### src/sv/urb_pkg.sv
package urb_pkg;

   localparam int RING_DEPTH = 1024;
   localparam int PTR_W      = $clog2(RING_DEPTH);
   localparam int FILL_W     = $clog2(RING_DEPTH + 1);

   localparam int OP_W   = 3;
   localparam int BYTE_W = 8;
   localparam int WORD_W = 32;

   typedef enum logic [OP_W-1:0] {
      OP_RX_IN    = 3'd0,
      OP_RX_TAKE  = 3'd1,
      OP_TX_PUT   = 3'd2,
      OP_TX_HEX   = 3'd3,
      OP_TX_READY = 3'd4
   } op_type;

   localparam logic [BYTE_W-1:0] CH_LF         = 8'h0A;
   localparam logic [BYTE_W-1:0] CH_CR         = 8'h0D;
   localparam logic [BYTE_W-1:0] HEX_DIGIT_OFS = 8'h30;
   localparam logic [BYTE_W-1:0] HEX_ALPHA_OFS = 8'h57;
   localparam logic [3:0]        NIBBLE_TEN    = 4'd10;

   // Command from the sequencer into one ring.
   typedef struct packed {
      logic              push;
      logic              pop;
      logic [BYTE_W-1:0] wdata;
   } ring_cmd_type;

   // Status of one ring back to the sequencer.
   typedef struct packed {
      logic              full;
      logic              empty;
      logic [BYTE_W-1:0] rdata;
   } ring_stat_type;

endpackage

### src/sv/urb_if.sv
interface urb_req_if import urb_pkg::*; ();
   logic              valid;
   logic              ready;
   logic [OP_W-1:0]   operation;
   logic [BYTE_W-1:0] data_byte;
   logic [WORD_W-1:0] hex_word;

   modport source (output valid, operation, data_byte, hex_word, input ready);
   modport sink   (input valid, operation, data_byte, hex_word, output ready);
endinterface

interface urb_rsp_if import urb_pkg::*; ();
   logic              valid;
   logic              ready;
   logic [BYTE_W-1:0] out_byte;
   logic              out_valid;
   logic              line_end;
   logic              overflow;
   logic              rx_empty;
   logic              tx_empty;

   modport source (output valid, out_byte, out_valid, line_end, overflow, rx_empty,
                   tx_empty, input ready);
   modport sink   (input valid, out_byte, out_valid, line_end, overflow, rx_empty,
                   tx_empty, output ready);
endinterface

### src/sv/urb_ctrl.sv
module urb_ctrl import urb_pkg::*; (
   input  logic          clock,
   input  logic          reset,
   urb_req_if.sink       req,
   urb_rsp_if.source     rsp,
   output ring_cmd_type  rx_cmd,
   output ring_cmd_type  tx_cmd,
   input  ring_stat_type rx_stat,
   input  ring_stat_type tx_stat
);

   typedef enum logic [3:0] {
      ST_IDLE   = 4'b0001,
      ST_PUSH   = 4'b0010,
      ST_POP    = 4'b0100,
      ST_FINISH = 4'b1000
   } state_type;

   state_type         state_ff, state_in;
   logic [OP_W-1:0]   op_ff, op_in;
   logic [BYTE_W-1:0] data_ff, data_in;
   logic [WORD_W-1:0] word_ff, word_in;
   logic [3:0]        cnt_ff, cnt_in;
   logic              to_rx_ff, to_rx_in;
   logic              ovf_ff, ovf_in;
   logic              popped_ff, popped_in;

   logic              rsp_valid_ff, rsp_valid_in;
   logic [BYTE_W-1:0] rsp_byte_ff, rsp_byte_in;
   logic              rsp_bvalid_ff, rsp_bvalid_in;
   logic              rsp_lend_ff, rsp_lend_in;
   logic              rsp_ovf_ff, rsp_ovf_in;
   logic              rsp_rxe_ff, rsp_rxe_in;
   logic              rsp_txe_ff, rsp_txe_in;

   logic              accept;
   logic              load_rsp;
   logic              target_full;
   logic [BYTE_W-1:0] push_char;
   logic [BYTE_W-1:0] pop_byte;

   // Character unit: one nibble becomes one lowercase hex character.
   function automatic logic [BYTE_W-1:0] hex_char(input logic [3:0] nib);
      logic [BYTE_W-1:0] ext;
      ext = {4'b0, nib};
      return (nib >= NIBBLE_TEN) ? ext + HEX_ALPHA_OFS : ext + HEX_DIGIT_OFS;
   endfunction

   assign req.ready = (state_ff == ST_IDLE);
   assign accept    = req.valid && req.ready;
   assign load_rsp  = (state_ff == ST_FINISH) && (!rsp_valid_ff || rsp.ready);

   assign target_full = to_rx_ff ? rx_stat.full : tx_stat.full;

   always_comb begin
      if (op_ff == OP_TX_HEX) begin
         push_char = hex_char(word_ff[WORD_W-1 -: 4]);
      end else if (data_ff == CH_LF && cnt_ff == 4'd2) begin
         push_char = CH_CR;
      end else begin
         push_char = data_ff;
      end
   end

   assign pop_byte = (op_ff == OP_RX_TAKE) ? rx_stat.rdata : tx_stat.rdata;

   always_comb begin
      rx_cmd       = '0;
      tx_cmd       = '0;
      rx_cmd.wdata = push_char;
      tx_cmd.wdata = push_char;
      if (state_ff == ST_PUSH && !target_full) begin
         rx_cmd.push = to_rx_ff;
         tx_cmd.push = !to_rx_ff;
      end
      if (state_ff == ST_POP) begin
         rx_cmd.pop = (op_ff == OP_RX_TAKE) && !rx_stat.empty;
         tx_cmd.pop = (op_ff == OP_TX_READY) && !tx_stat.empty;
      end
   end

   always_comb begin
      state_in  = state_ff;
      op_in     = op_ff;
      data_in   = data_ff;
      word_in   = word_ff;
      cnt_in    = cnt_ff;
      to_rx_in  = to_rx_ff;
      ovf_in    = ovf_ff;
      popped_in = popped_ff;
      unique case (state_ff)
         ST_IDLE: begin
            if (accept) begin
               op_in     = req.operation;
               data_in   = req.data_byte;
               word_in   = req.hex_word;
               ovf_in    = 1'b0;
               popped_in = 1'b0;
               to_rx_in  = 1'b0;
               cnt_in    = 4'd0;
               unique case (req.operation) inside
                  OP_RX_IN: begin
                     to_rx_in = 1'b1;
                     cnt_in   = 4'd1;
                     state_in = ST_PUSH;
                  end
                  OP_TX_PUT: begin
                     if (req.data_byte == '0) begin
                        state_in = ST_FINISH;
                     end else begin
                        cnt_in   = (req.data_byte == CH_LF) ? 4'd2 : 4'd1;
                        state_in = ST_PUSH;
                     end
                  end
                  OP_TX_HEX: begin
                     cnt_in   = 4'd8;
                     state_in = ST_PUSH;
                  end
                  OP_RX_TAKE, OP_TX_READY: begin
                     state_in = ST_POP;
                  end
                  default: begin
                     state_in = ST_FINISH;
                  end
               endcase
            end
         end
         ST_PUSH: begin
            if (target_full) begin
               ovf_in = 1'b1;
            end
            word_in = {word_ff[WORD_W-5:0], 4'b0};
            cnt_in  = cnt_ff - 1'b1;
            if (cnt_ff == 4'd1) begin
               state_in = ST_FINISH;
            end
         end
         ST_POP: begin
            popped_in = rx_cmd.pop || tx_cmd.pop;
            state_in  = ST_FINISH;
         end
         ST_FINISH: begin
            if (load_rsp) begin
               state_in = ST_IDLE;
            end
         end
         default: begin
            state_in = ST_IDLE;
         end
      endcase
   end

   always_comb begin
      rsp_valid_in  = rsp_valid_ff;
      rsp_byte_in   = rsp_byte_ff;
      rsp_bvalid_in = rsp_bvalid_ff;
      rsp_lend_in   = rsp_lend_ff;
      rsp_ovf_in    = rsp_ovf_ff;
      rsp_rxe_in    = rsp_rxe_ff;
      rsp_txe_in    = rsp_txe_ff;
      if (load_rsp) begin
         rsp_valid_in  = 1'b1;
         rsp_byte_in   = popped_ff ? pop_byte : '0;
         rsp_bvalid_in = popped_ff;
         rsp_lend_in   = popped_ff && (op_ff == OP_RX_TAKE) &&
                         (pop_byte == CH_LF || pop_byte == CH_CR);
         rsp_ovf_in    = ovf_ff;
         rsp_rxe_in    = rx_stat.empty;
         rsp_txe_in    = tx_stat.empty;
      end else if (rsp.ready) begin
         rsp_valid_in = 1'b0;
      end
   end

   always_ff @(posedge clock) begin
      if (reset) begin
         state_ff     <= ST_IDLE;
         rsp_valid_ff <= 1'b0;
      end else begin
         state_ff     <= state_in;
         rsp_valid_ff <= rsp_valid_in;
      end
   end

   always_ff @(posedge clock) begin
      op_ff         <= op_in;
      data_ff       <= data_in;
      word_ff       <= word_in;
      cnt_ff        <= cnt_in;
      to_rx_ff      <= to_rx_in;
      ovf_ff        <= ovf_in;
      popped_ff     <= popped_in;
      rsp_byte_ff   <= rsp_byte_in;
      rsp_bvalid_ff <= rsp_bvalid_in;
      rsp_lend_ff   <= rsp_lend_in;
      rsp_ovf_ff    <= rsp_ovf_in;
      rsp_rxe_ff    <= rsp_rxe_in;
      rsp_txe_ff    <= rsp_txe_in;
   end

   assign rsp.valid     = rsp_valid_ff;
   assign rsp.out_byte  = rsp_byte_ff;
   assign rsp.out_valid = rsp_bvalid_ff;
   assign rsp.line_end  = rsp_lend_ff;
   assign rsp.overflow  = rsp_ovf_ff;
   assign rsp.rx_empty  = rsp_rxe_ff;
   assign rsp.tx_empty  = rsp_txe_ff;

   a_no_push_full: assert property (@(posedge clock) disable iff (reset)
      !(rx_cmd.push && rx_stat.full) && !(tx_cmd.push && tx_stat.full))
      else $error("push issued into a full ring");

   a_no_pop_empty: assert property (@(posedge clock) disable iff (reset)
      !(rx_cmd.pop && rx_stat.empty) && !(tx_cmd.pop && tx_stat.empty))
      else $error("pop issued from an empty ring");

   a_one_access: assert property (@(posedge clock) disable iff (reset)
      $countones({rx_cmd.push, rx_cmd.pop, tx_cmd.push, tx_cmd.pop}) <= 1)
      else $error("more than one ring access in a cycle");

   a_accept_leaves_idle: assert property (@(posedge clock) disable iff (reset)
      accept |=> state_ff != ST_IDLE)
      else $error("accepted item did not start work");

   a_line_end_popped: assert property (@(posedge clock) disable iff (reset)
      rsp.valid && rsp.line_end |-> rsp.out_valid)
      else $error("line end flagged without a popped byte");

endmodule

### src/flat_wrapper.sv
// flat-port wrapper written by rule: the top's interface ports become plain ports
module urb_ctrl_flat import urb_pkg::*;
  (clock, reset, rx_cmd, tx_cmd, rx_stat, tx_stat, req_valid, req_operation, req_data_byte, req_hex_word, req_ready, rsp_valid, rsp_out_byte, rsp_out_valid, rsp_line_end, rsp_overflow, rsp_rx_empty, rsp_tx_empty, rsp_ready);
  urb_req_if req_i ();
  urb_rsp_if rsp_i ();
  input  logic clock;
  input  logic reset;
  output ring_cmd_type rx_cmd;
  output ring_cmd_type tx_cmd;
  input  ring_stat_type rx_stat;
  input  ring_stat_type tx_stat;
  input wire logic [$bits(req_i.valid)-1:0] req_valid;
  input wire logic [$bits(req_i.operation)-1:0] req_operation;
  input wire logic [$bits(req_i.data_byte)-1:0] req_data_byte;
  input wire logic [$bits(req_i.hex_word)-1:0] req_hex_word;
  output wire logic [$bits(req_i.ready)-1:0] req_ready;
  output wire logic [$bits(rsp_i.valid)-1:0] rsp_valid;
  output wire logic [$bits(rsp_i.out_byte)-1:0] rsp_out_byte;
  output wire logic [$bits(rsp_i.out_valid)-1:0] rsp_out_valid;
  output wire logic [$bits(rsp_i.line_end)-1:0] rsp_line_end;
  output wire logic [$bits(rsp_i.overflow)-1:0] rsp_overflow;
  output wire logic [$bits(rsp_i.rx_empty)-1:0] rsp_rx_empty;
  output wire logic [$bits(rsp_i.tx_empty)-1:0] rsp_tx_empty;
  input wire logic [$bits(rsp_i.ready)-1:0] rsp_ready;
  assign req_i.valid = req_valid;
  assign req_i.operation = req_operation;
  assign req_i.data_byte = req_data_byte;
  assign req_i.hex_word = req_hex_word;
  assign req_ready = req_i.ready;
  assign rsp_valid = rsp_i.valid;
  assign rsp_out_byte = rsp_i.out_byte;
  assign rsp_out_valid = rsp_i.out_valid;
  assign rsp_line_end = rsp_i.line_end;
  assign rsp_overflow = rsp_i.overflow;
  assign rsp_rx_empty = rsp_i.rx_empty;
  assign rsp_tx_empty = rsp_i.tx_empty;
  assign rsp_i.ready = rsp_ready;
  urb_ctrl u_core (.clock(clock), .reset(reset), .req(req_i), .rsp(rsp_i), .rx_cmd(rx_cmd), .tx_cmd(tx_cmd), .rx_stat(rx_stat), .tx_stat(tx_stat));
endmodule
### config.mk
export PLATFORM = sky130hd
export DESIGN_NAME = urb_ctrl_flat
export DESIGN_NICKNAME = d
export VERILOG_FILES = /design/src/sv/urb_pkg.sv /design/src/sv/urb_if.sv /design/src/sv/urb_ctrl.sv /design/src/flat_wrapper.sv
export SDC_FILE = /design/constraint.sdc
export NUM_CORES = 1
export LEC_CHECK = 0
export ABC_AREA = 0
export BUFFER_PORTS_ARGS = -buffer_cell sky130_fd_sc_hd__buf_2
export CAP_MARGIN = 30
export CORE_MARGIN = 4
export CORE_UTILIZATION = 55
export CTS_BUF_LIST = sky130_fd_sc_hd__clkbuf_4 sky130_fd_sc_hd__clkbuf_8 sky130_fd_sc_hd__clkbuf_16
export CTS_CLUSTER_DIAMETER = 40
export DETAILED_ROUTE_END_ITERATION = 8
export HOLD_SLACK_MARGIN = 0.12
export PLACE_DENSITY = 0.85
export SYNTH_ARGS = -nofsm -noshare
export SYNTH_HDL_FRONTEND = slang
export SYNTH_SLANG_ARGS = --single-unit
### constraint.sdc
create_clock -name clock -period 4.6 [get_ports clock]
set_input_delay 0.46 -clock clock [delete_from_list [all_inputs] [get_ports clock]]
set_output_delay 0.46 -clock clock [all_outputs]
set_load 0.005 [all_outputs]
==> impl_metrics.xml, run 1 <==
<?xml version="1.0" encoding="UTF-8"?>
<metrics>
  <group name="run_status">
    <metric name="outcome" unit="">completed</metric>
  </group>
  <group name="route">
    <metric name="drt_pre_antenna_iters" unit="">4</metric>
    <metric name="drcViolationCount" unit="">0</metric>
    <metric name="vias" unit="">2592</metric>
    <metric name="routed_wire_length_per_instance" unit="um">15.0</metric>
    <metric name="wire_length_after_detailed_routing" unit="um">7180</metric>
    <metric name="antenna_left" unit="">0</metric>
    <metric name="drt_iter0_drc" unit="">140</metric>
    <metric name="drt-vias-per-instance" unit="">5.40</metric>
  </group>
  <group name="sta">
    <metric name="totalNegativeSetupSlack" unit="ps">0</metric>
    <metric name="worst_setup_slack_final" unit="ps">1830</metric>
    <metric name="slew-limit-headroom" unit="">0.463</metric>
    <metric name="finalMaxSlewViolations" unit="">0</metric>
    <metric name="post-route-period-util" unit="">0.601</metric>
    <metric name="timing.final.setup_violations" unit="">0</metric>
    <metric name="whs" unit="ps">312</metric>
    <metric name="final.setup_skew" unit="ps">5.29</metric>
    <metric name="final.min_clock_period" unit="ps">2770</metric>
    <metric name="worst-slew-pin-transition" unit="ps">804</metric>
    <metric name="hold_viol_final" unit="">0</metric>
    <metric name="max_clock_freq" unit="GHz">0.362</metric>
    <metric name="unrepaired_setup_endpoints_after_global_routing" unit="">no</metric>
  </group>
  <group name="grt">
    <metric name="pin_count_of_the_biggest_net_entering_global_routing" unit="">47</metric>
    <metric name="grt_usage" unit="">0.201</metric>
    <metric name="grt_antenna_before_repair" unit="">0</metric>
    <metric name="grt_overflow_total" unit="">0</metric>
    <metric name="number_of_global_route_vias_before_repair" unit="">2650</metric>
    <metric name="global_route_wire_length_before_repair" unit="um">11400</metric>
  </group>
  <group name="yosys">
    <metric name="synthArstFlopShare" unit="">0</metric>
    <metric name="synthesized_area_fraction_occupied_by_ao_oa_aoi_and_oai_cells" unit="">0.0741</metric>
    <metric name="ys_seq_elements" unit="">68</metric>
    <metric name="syn_avg_cell_area" unit="um2">10.6</metric>
    <metric name="synth_cells" unit="">307</metric>
    <metric name="synth.yosys.warnings" unit="">0</metric>
    <metric name="post_synth_and_or_nand_nor_area_fraction" unit="">0.228</metric>
    <metric name="yosysTopAreaCellShare" unit="">0.580</metric>
    <metric name="synthMuxAreaShare" unit="">0.00307</metric>
    <metric name="ys_top_cells_by_area" unit="">sky130_fd_sc_hd__edfxtp_1, sky130_fd_sc_hd__nand2_1, sky130_fd_sc_hd__dfxtp_1, sky130_fd_sc_hd__ha_1, sky130_fd_sc_hd__a21boi_0</metric>
    <metric name="synth_top_family_by_area" unit="">simple AND/OR/NAND/NOR gates</metric>
    <metric name="yosys.area_share.xor_xnor" unit="">0.0161</metric>
    <metric name="post-synth-top-count-cell" unit="">sky130_fd_sc_hd__nand2_1</metric>
    <metric name="synth-edff-count" unit="">63</metric>
    <metric name="synth-adder-area-share" unit="">0.0192</metric>
    <metric name="netlist_area" unit="um2">3260</metric>
    <metric name="synth_sequential_area_ratio" unit="">0.611</metric>
    <metric name="yosys.area.top_type" unit="">sky130_fd_sc_hd__edfxtp_1</metric>
    <metric name="synth.net_count" unit="">379</metric>
    <metric name="ys_dominant_reg_cell" unit="">sky130_fd_sc_hd__edfxtp_1</metric>
    <metric name="synth.cells.most_frequent" unit="">sky130_fd_sc_hd__nand2_1, sky130_fd_sc_hd__edfxtp_1, sky130_fd_sc_hd__inv_1, sky130_fd_sc_hd__nor2_1, sky130_fd_sc_hd__o21ai_0</metric>
    <metric name="synth_cell_types" unit="">43</metric>
  </group>
  <group name="place">
    <metric name="io_buffers" unit="">101</metric>
    <metric name="gp_congestion" unit="">0.913</metric>
    <metric name="pre_cts_slack" unit="ps">2250</metric>
    <metric name="detailed_place_hpwl" unit="um">5090</metric>
    <metric name="place_inst" unit="">464</metric>
  </group>
  <group name="clock_tree">
    <metric name="cts.htree.levels" unit="">3</metric>
    <metric name="cts_root_buffer" unit="">sky130_fd_sc_hd__clkbuf_8</metric>
    <metric name="cts_num_sinks" unit="">68</metric>
    <metric name="tritoncts" unit="">done</metric>
    <metric name="cts_resized" unit="">0</metric>
    <metric name="cts_setup_buffers" unit="">0</metric>
    <metric name="cts_hold_buffers" unit="">0</metric>
    <metric name="worstSkewPairLatency" unit="ps">330</metric>
    <metric name="clkSlewWorstSetupHoldPaths" unit="ps">80</metric>
    <metric name="cts.path.max_buffers" unit="">2</metric>
    <metric name="cts-buffers-inserted" unit="">9</metric>
  </group>
  <group name="worst_setup_path">
    <metric name="timing.critical_path.fanout_max" unit="">6</metric>
    <metric name="worstSetupPathType" unit="">flop to output pin</metric>
    <metric name="worst-r2r-setup-slack" unit="ps">2480</metric>
    <metric name="worst_r2r_start" unit="">u_core.state_ff[0]$_SDFFE_PP1P_</metric>
    <metric name="timing.critical_path.slowest_cell_delay" unit="ps">600</metric>
    <metric name="crit_slowest_cell" unit="">sky130_fd_sc_hd__o31ai_1</metric>
    <metric name="worst_ep_arrival_time" unit="ps">2310</metric>
    <metric name="reg2reg_end" unit="">u_core.word_ff[26]$_DFFE_PP_</metric>
    <metric name="rr_worst_depth" unit="">5</metric>
    <metric name="critPathRequiredTime" unit="ps">4140</metric>
    <metric name="timing.critical_path.from" unit="">u_core.word_ff[28]$_DFFE_PP_</metric>
    <metric name="worstPathCellList" unit="">inv_1, ha_1, o31ai_1, nor3b_1, o32a_1, buf_2</metric>
    <metric name="critPathTopFamily" unit="">compound AO/OA/AOI/OAI gates</metric>
    <metric name="crit_path_start_kind" unit="">flop</metric>
    <metric name="crit_end_element" unit="">output pin</metric>
    <metric name="critical_path.n_buffers_inverters" unit="">2</metric>
  </group>
  <group name="die">
    <metric name="die-height" unit="um">85.0</metric>
    <metric name="die_area" unit="um2">7220</metric>
    <metric name="initial_core_util" unit="">0.578</metric>
    <metric name="chipWidth" unit="um">85.0</metric>
    <metric name="design.portCount" unit="">102</metric>
    <metric name="core_area" unit="um2">5640</metric>
    <metric name="std_cell_rows" unit="">27</metric>
  </group>
  <group name="worst_hold_path">
    <metric name="whs_path_depth" unit="">1</metric>
    <metric name="worstHoldPathType" unit="">primary input to flop</metric>
    <metric name="min-delay-start" unit="">tx_stat[8]</metric>
    <metric name="holdPathEnd" unit="">u_core.rsp.tx_empty$_DFFE_PP_</metric>
  </group>
  <group name="power">
    <metric name="total_power" unit="mW">1.50</metric>
    <metric name="p_switching" unit="mW">0.370</metric>
    <metric name="peakVddDrop" unit="uV">255</metric>
    <metric name="power.switching_fraction" unit="">0.247</metric>
    <metric name="power.clock.fraction" unit="">0.365</metric>
    <metric name="power_per_cell_area" unit="nW/um2">376</metric>
    <metric name="relative_contribution_of_sequential_cells_to_total_power" unit="">0.514</metric>
    <metric name="comb_power_frac" unit="">0.121</metric>
    <metric name="p_int" unit="mW">1.13</metric>
    <metric name="p_leak" unit="nW">1.72</metric>
  </group>
  <group name="finish">
    <metric name="final_net_count" unit="">475</metric>
    <metric name="drive_gt1_frac" unit="">0.306</metric>
    <metric name="area_growth_syn_to_layout" unit="%">22.1</metric>
    <metric name="final_cells" unit="">480</metric>
    <metric name="insertedDiodeCount" unit="">0</metric>
  </group>
  <group name="run">
    <metric name="drv.max_cap_violation_count" unit="">0</metric>
  </group>
</metrics>
[metal layers]
metal | vias to the layer above | track usage | routed length (um)
met5 | - | 0 | 0
met4 | 0 | 0.0777 | 150
met3 | 17 | 0.0583 | 522
met2 | 107 | 0.372 | 3920
met1 | 1208 | 0.213 | 2600
li1 | 1260 | - | -
[cell usage in the layout, fill, tap and decap left out, types with 3 or more instances in the layout]
master	synthesis	routed
sky130_fd_sc_hd__nand2_1	109	109
sky130_fd_sc_hd__buf_2	4	101
sky130_fd_sc_hd__edfxtp_1	63	63
sky130_fd_sc_hd__inv_1	9	9
sky130_fd_sc_hd__o21ai_0	9	9
sky130_fd_sc_hd__nor2_1	9	9
sky130_fd_sc_hd__clkbuf_8	0	9
sky130_fd_sc_hd__nor3_1	8	8
sky130_fd_sc_hd__a21oi_1	8	8
sky130_fd_sc_hd__a21boi_0	8	8
sky130_fd_sc_hd__nor4_1	6	6
sky130_fd_sc_hd__xnor2_1	5	5
sky130_fd_sc_hd__and2_1	5	5
sky130_fd_sc_hd__ha_1	5	5
sky130_fd_sc_hd__dfxtp_1	5	5
sky130_fd_sc_hd__or4b_1	3	3
sky130_fd_sc_hd__o31ai_1	3	3
sky130_fd_sc_hd__nand4_1	3	3
sky130_fd_sc_hd__buf_4	8	3
[state kept, by name (all words and copies together) (netlist names), 3 cells and up]
signal               cells
u_core.state_ff          4
u_core.cnt_ff            4
u_core.data_ff           8
u_core.rsp.out_byte      8
u_core.word_ff          32
u_core.op_ff             3
[power by group through the flow]
stage | clock, mW | combinational, mW | sequential [mW]
3_3_place_gp | 0 | 0.173 | 0.779
4_1_cts | 0.554 | 0.181 | 0.770
6_report | 0.546 | 0.181 | 0.770
3_5_place_dp | 0 | 0.179 | 0.782
2_1_floorplan | 0 | 0.113 | 0.775
5_1_grt | 0.590 | 0.203 | 0.775
[stage by stage]
stage | area (um2) | util
after CTS | 3980 | 0.705
after detailed placement | 3760 | 0.666
after global routing | 3980 | 0.705
final | 3980 | 0.705
after global placement | 3750 | 0.664
after floorplan | 3260 | -
[layout make-up]
cell class / count / area, um2
Clock inverter: 7 / 98.8
Fill cell: 410 / 1660
Tap cell: 72 / 90.1
Clock buffer: 9 / 124
Multi-Input combinational cell: 210 / 1110
Inverter: 10 / 37.5
Timing Repair Buffer: 104 / 528
Sequential cell: 68 / 1990
[worst register-to-register path, cell delays in order (launching register included)]
cell,delay (ps)
sky130_fd_sc_hd__dfxtp_1,420
sky130_fd_sc_hd__nor2b_1,180
sky130_fd_sc_hd__nor3b_2,340
sky130_fd_sc_hd__nand2_1,230
sky130_fd_sc_hd__nand2_1,180
sky130_fd_sc_hd__buf_4,410
[cell families (layout without fill, tap and decap cells)]
kind of cell               after synthesis  count (layout)
muxes                                    1               1
adders and majority gates                5               5
xor gates and xnor gates                 6               6
and+or+nand+nor                        161             161
DFF                                     68              68
AOI/OAI and AO/OA                       37              37
buffers and inverters                   29             130
[worst max path at each step]
stage	endpoint	cells after the start
after detailed placement	rx_cmd[2]	6
after CTS	rx_cmd[2]	6
after floorplan	u_core.cnt_ff[0]$_DFFE_PP_	4
final	rx_cmd[2]	6
after global placement	rx_cmd[2]	6
after global routing	rx_cmd[2]	6
(Power assumes the default switching activity.)
==> inputs of run 2 (changes only) <==
- ABC_AREA: 0 -> 1
- CORE_UTILIZATION: 55 -> 46
- PLACE_DENSITY: 0.85 -> 0.75
- clock period: 4.6 -> 2.34 ns (I/O delays scaled with it)
==> run 2 against run 1 <==
Effect of this change: core utilization is 9.6 points lower; largest cell class unchanged; setup slack worse by 1500 ps; critical path depth is 2 higher; combinational power grew to 6.0 times the previous value.
==> impl_metrics.xml, run 2 <==
<?xml version="1.0" encoding="UTF-8"?>
<metrics>
  <group name="yosys">
    <metric name="synth.yosys.warnings" unit="">0</metric>
    <metric name="netlist_area" unit="um2">3380</metric>
    <metric name="synth-adder-area-share" unit="">0.0185</metric>
    <metric name="post-synth-top-count-cell" unit="">sky130_fd_sc_hd__nand2_1</metric>
    <metric name="ys_top_cells_by_area" unit="">sky130_fd_sc_hd__edfxtp_1, sky130_fd_sc_hd__nand2_1, sky130_fd_sc_hd__inv_1, sky130_fd_sc_hd__nor2_1, sky130_fd_sc_hd__dfxtp_1</metric>
    <metric name="syn_avg_cell_area" unit="um2">9.03</metric>
    <metric name="synth_cells" unit="">374</metric>
    <metric name="synth-edff-count" unit="">63</metric>
    <metric name="synth_cell_types" unit="">32</metric>
    <metric name="yosys.area_share.xor_xnor" unit="">0.00778</metric>
    <metric name="synthesized_area_fraction_occupied_by_ao_oa_aoi_and_oai_cells" unit="">0.0445</metric>
    <metric name="ys_dominant_reg_cell" unit="">sky130_fd_sc_hd__edfxtp_1</metric>
    <metric name="yosys.area.top_type" unit="">sky130_fd_sc_hd__edfxtp_1</metric>
    <metric name="yosysTopAreaCellShare" unit="">0.560</metric>
    <metric name="ys_seq_elements" unit="">68</metric>
    <metric name="synth.cells.most_frequent" unit="">sky130_fd_sc_hd__nand2_1, sky130_fd_sc_hd__edfxtp_1, sky130_fd_sc_hd__inv_1, sky130_fd_sc_hd__nor2_1, sky130_fd_sc_hd__nand3_1</metric>
    <metric name="synthArstFlopShare" unit="">0</metric>
    <metric name="synth_sequential_area_ratio" unit="">0.590</metric>
    <metric name="post_synth_and_or_nand_nor_area_fraction" unit="">0.258</metric>
    <metric name="synth_top_family_by_area" unit="">simple AND/OR/NAND/NOR gates</metric>
    <metric name="synth.net_count" unit="">446</metric>
    <metric name="synthMuxAreaShare" unit="">0.00297</metric>
  </group>
  <group name="clock_tree">
    <metric name="worstSkewPairLatency" unit="ps">340</metric>
    <metric name="cts.htree.levels" unit="">3</metric>
    <metric name="clkSlewWorstSetupHoldPaths" unit="ps">70</metric>
    <metric name="cts_num_sinks" unit="">68</metric>
    <metric name="cts.path.max_buffers" unit="">2</metric>
    <metric name="tritoncts" unit="">done</metric>
    <metric name="cts_root_buffer" unit="">sky130_fd_sc_hd__clkbuf_8</metric>
    <metric name="cts-buffers-inserted" unit="">9</metric>
  </group>
  <group name="route">
    <metric name="drcViolationCount" unit="">0</metric>
    <metric name="wire_length_after_detailed_routing" unit="um">6990</metric>
    <metric name="drt-vias-per-instance" unit="">4.65</metric>
    <metric name="drt_pre_antenna_iters" unit="">4</metric>
    <metric name="vias" unit="">2737</metric>
    <metric name="antenna_left" unit="">0</metric>
    <metric name="drt_iter0_drc" unit="">98</metric>
    <metric name="routed_wire_length_per_instance" unit="um">11.9</metric>
  </group>
  <group name="grt">
    <metric name="pin_count_of_the_biggest_net_entering_global_routing" unit="">37</metric>
    <metric name="global_route_wire_length_before_repair" unit="um">11400</metric>
    <metric name="number_of_global_route_vias_before_repair" unit="">2785</metric>
    <metric name="grt_usage" unit="">0.164</metric>
    <metric name="grt_overflow_total" unit="">0</metric>
    <metric name="grt_antenna_before_repair" unit="">0</metric>
  </group>
  <group name="worst_setup_path">
    <metric name="timing.critical_path.slowest_cell_delay" unit="ps">420</metric>
    <metric name="worstSetupPathType" unit="">flop to output pin</metric>
    <metric name="timing.critical_path.fanout_max" unit="">3</metric>
    <metric name="crit_path_start_kind" unit="">flop</metric>
    <metric name="worstPathCellList" unit="">inv_1, ha_1, nor2_1, nor2_1, inv_1, nor2_1, o21bai_1, buf_2</metric>
    <metric name="crit_slowest_cell" unit="">sky130_fd_sc_hd__edfxtp_1</metric>
    <metric name="worst_ep_arrival_time" unit="ps">1790</metric>
    <metric name="crit_path_frequent_cell" unit="">sky130_fd_sc_hd__nor2_1</metric>
    <metric name="critical_path.n_buffers_inverters" unit="">3</metric>
    <metric name="critPathTopFamily" unit="">flip-flops</metric>
    <metric name="critPathRequiredTime" unit="ps">2110</metric>
    <metric name="crit_end_element" unit="">output pin</metric>
  </group>
  <group name="die">
    <metric name="chipWidth" unit="um">93.7</metric>
    <metric name="initial_core_util" unit="">0.486</metric>
    <metric name="die_area" unit="um2">8770</metric>
    <metric name="core_area" unit="um2">6940</metric>
    <metric name="die-height" unit="um">93.7</metric>
    <metric name="design.portCount" unit="">102</metric>
    <metric name="std_cell_rows" unit="">30</metric>
  </group>
  <group name="finish">
    <metric name="regMostFlops" unit="">u_core.word_ff</metric>
    <metric name="insertedDiodeCount" unit="">0</metric>
    <metric name="area_growth_syn_to_layout" unit="%">25.4</metric>
    <metric name="utilization" unit="">0.609</metric>
    <metric name="mostFrequentLayoutCells" unit="">sky130_fd_sc_hd__nand2_1, sky130_fd_sc_hd__buf_2, sky130_fd_sc_hd__edfxtp_1</metric>
    <metric name="final_cells" unit="">589</metric>
    <metric name="layout_commonest_cell" unit="">sky130_fd_sc_hd__nand2_1</metric>
    <metric name="drive_gt1_frac" unit="">0.276</metric>
    <metric name="flip_flop_count_of_the_largest_register_all_copies_and_words_added" unit="">32</metric>
    <metric name="final_net_count" unit="">560</metric>
  </group>
  <group name="sta">
    <metric name="unrepaired_setup_endpoints_after_global_routing" unit="">no</metric>
    <metric name="max_clock_freq" unit="GHz">0.494</metric>
    <metric name="worst-slew-pin-transition" unit="ps">467</metric>
    <metric name="post-route-period-util" unit="">0.866</metric>
    <metric name="final.setup_skew" unit="ps">10.3</metric>
    <metric name="timing.final.setup_violations" unit="">0</metric>
    <metric name="finalMaxSlewViolations" unit="">0</metric>
    <metric name="totalNegativeSetupSlack" unit="ps">0</metric>
    <metric name="slew-limit-headroom" unit="">0.689</metric>
    <metric name="final.min_clock_period" unit="ps">2030</metric>
    <metric name="hold_viol_final" unit="">0</metric>
    <metric name="worst_setup_slack_final" unit="ps">314</metric>
  </group>
  <group name="place">
    <metric name="gp_congestion" unit="">0.811</metric>
    <metric name="pre_cts_slack" unit="ps">663</metric>
    <metric name="io_buffers" unit="">101</metric>
    <metric name="place_inst" unit="">561</metric>
    <metric name="detailed_place_hpwl" unit="um">5180</metric>
  </group>
  <group name="power">
    <metric name="total_power" unit="mW">3.78</metric>
    <metric name="p_leak" unit="nW">2.01</metric>
    <metric name="peakVddDrop" unit="uV">484</metric>
    <metric name="power_per_cell_area" unit="nW/um2">894</metric>
  </group>
  <group name="run_status">
    <metric name="outcome" unit="">completed</metric>
  </group>
  <group name="run">
    <metric name="drv.max_cap_violation_count" unit="">0</metric>
  </group>
  <group name="worst_hold_path">
    <metric name="worstHoldPathType" unit="">primary input to flop</metric>
  </group>
</metrics>
-- run 2: changes by cell type in the layout (fill, tap and decap cells not counted), sizes merged, moves of 12 or more --
cell | previous run | this run
dlygate4sd3 | 0 | 12
inv | 12 | 42
nand2 | 109 | 142
nand3 | 2 | 15
nor2 | 9 | 45
-- run 2: cell type report --
class                      instances  area (um2)
tap                               96         120
timing repair buffer             119         671
clock inverter                     7        43.8
clock buffer                       9         124
sequential                        68        1990
inverter                          42         158
multi-input combinational        248        1120
fill                             617        2710
-- run 2: worst reg2reg max path, delay by kind of cell (launching register included) --
kind / cells / cell delay [ps]
and+or+nand+nor: 4 / 410
DFF: 1 / 340
buffers and inverters: 3 / 560
-- run 2: routing by layer --
layer,wire (um),GRT usage,part of all wire
met5,0,0,0
met4,81,0.0782,0.012
met1,2800,0.175,0.40
met2,3740,0.310,0.53
met3,369,0.0296,0.053
-- run 2: final timing paths --
| path | from | to | slack [ps] | cells after the start |
|---|---|---|---|---|
| max | u_core.word_ff[28]$_DFFE_PP_ | rx_cmd[6] | 310 | 8 |
| min | req_operation[2] | u_core.op_ff[2]$_DFFE_PP_ | 150 | 1 |
| max reg2reg | u_core.state_ff[0]$_SDFFE_PP1P_ | u_core.word_ff[16]$_DFFE_PP_ | 650 | 7 |
| min reg2reg | u_core.ovf_ff$_DFFE_PP_ | u_core.rsp.overflow$_DFFE_PP_ | 420 | 0 |
-- run 2: logic make-up (layout without fill, tap and decap cells) --
| kind of cell | count (synthesis) | count (layout) |
|---|---|---|
| AND/OR/NAND/NOR | 213 | 213 |
| XOR/XNOR | 3 | 3 |
| flip-flops | 68 | 68 |
| AO/OA/AOI/OAI | 26 | 26 |
| buffers and inverters | 58 | 177 |
| multiplexers | 1 | 1 |
| adder cells (fa/ha/maj) | 5 | 5 |
-- run 2: through the flow --
step	instance area (um2)	hold WS, ps
after detailed placement	3940	406
after floorplan	3380	296
after CTS	4230	122
after global routing	4230	121
final	4230	146
after global placement	3940	401
-- run 2: where the power goes --
group / total [mW] / internal, mW / switching (mW)
combinational: 1.08 / 0.378 / 0.697
sequential: 1.88 / 1.76 / 0.122
clock: 0.827 / 0.378 / 0.449
-- run 2: what timing repair did --
item,CTS,global route
setup buffers,0,0
resized for setup,0,0
hold buffers,12,0
hold endpoints to repair,13,0
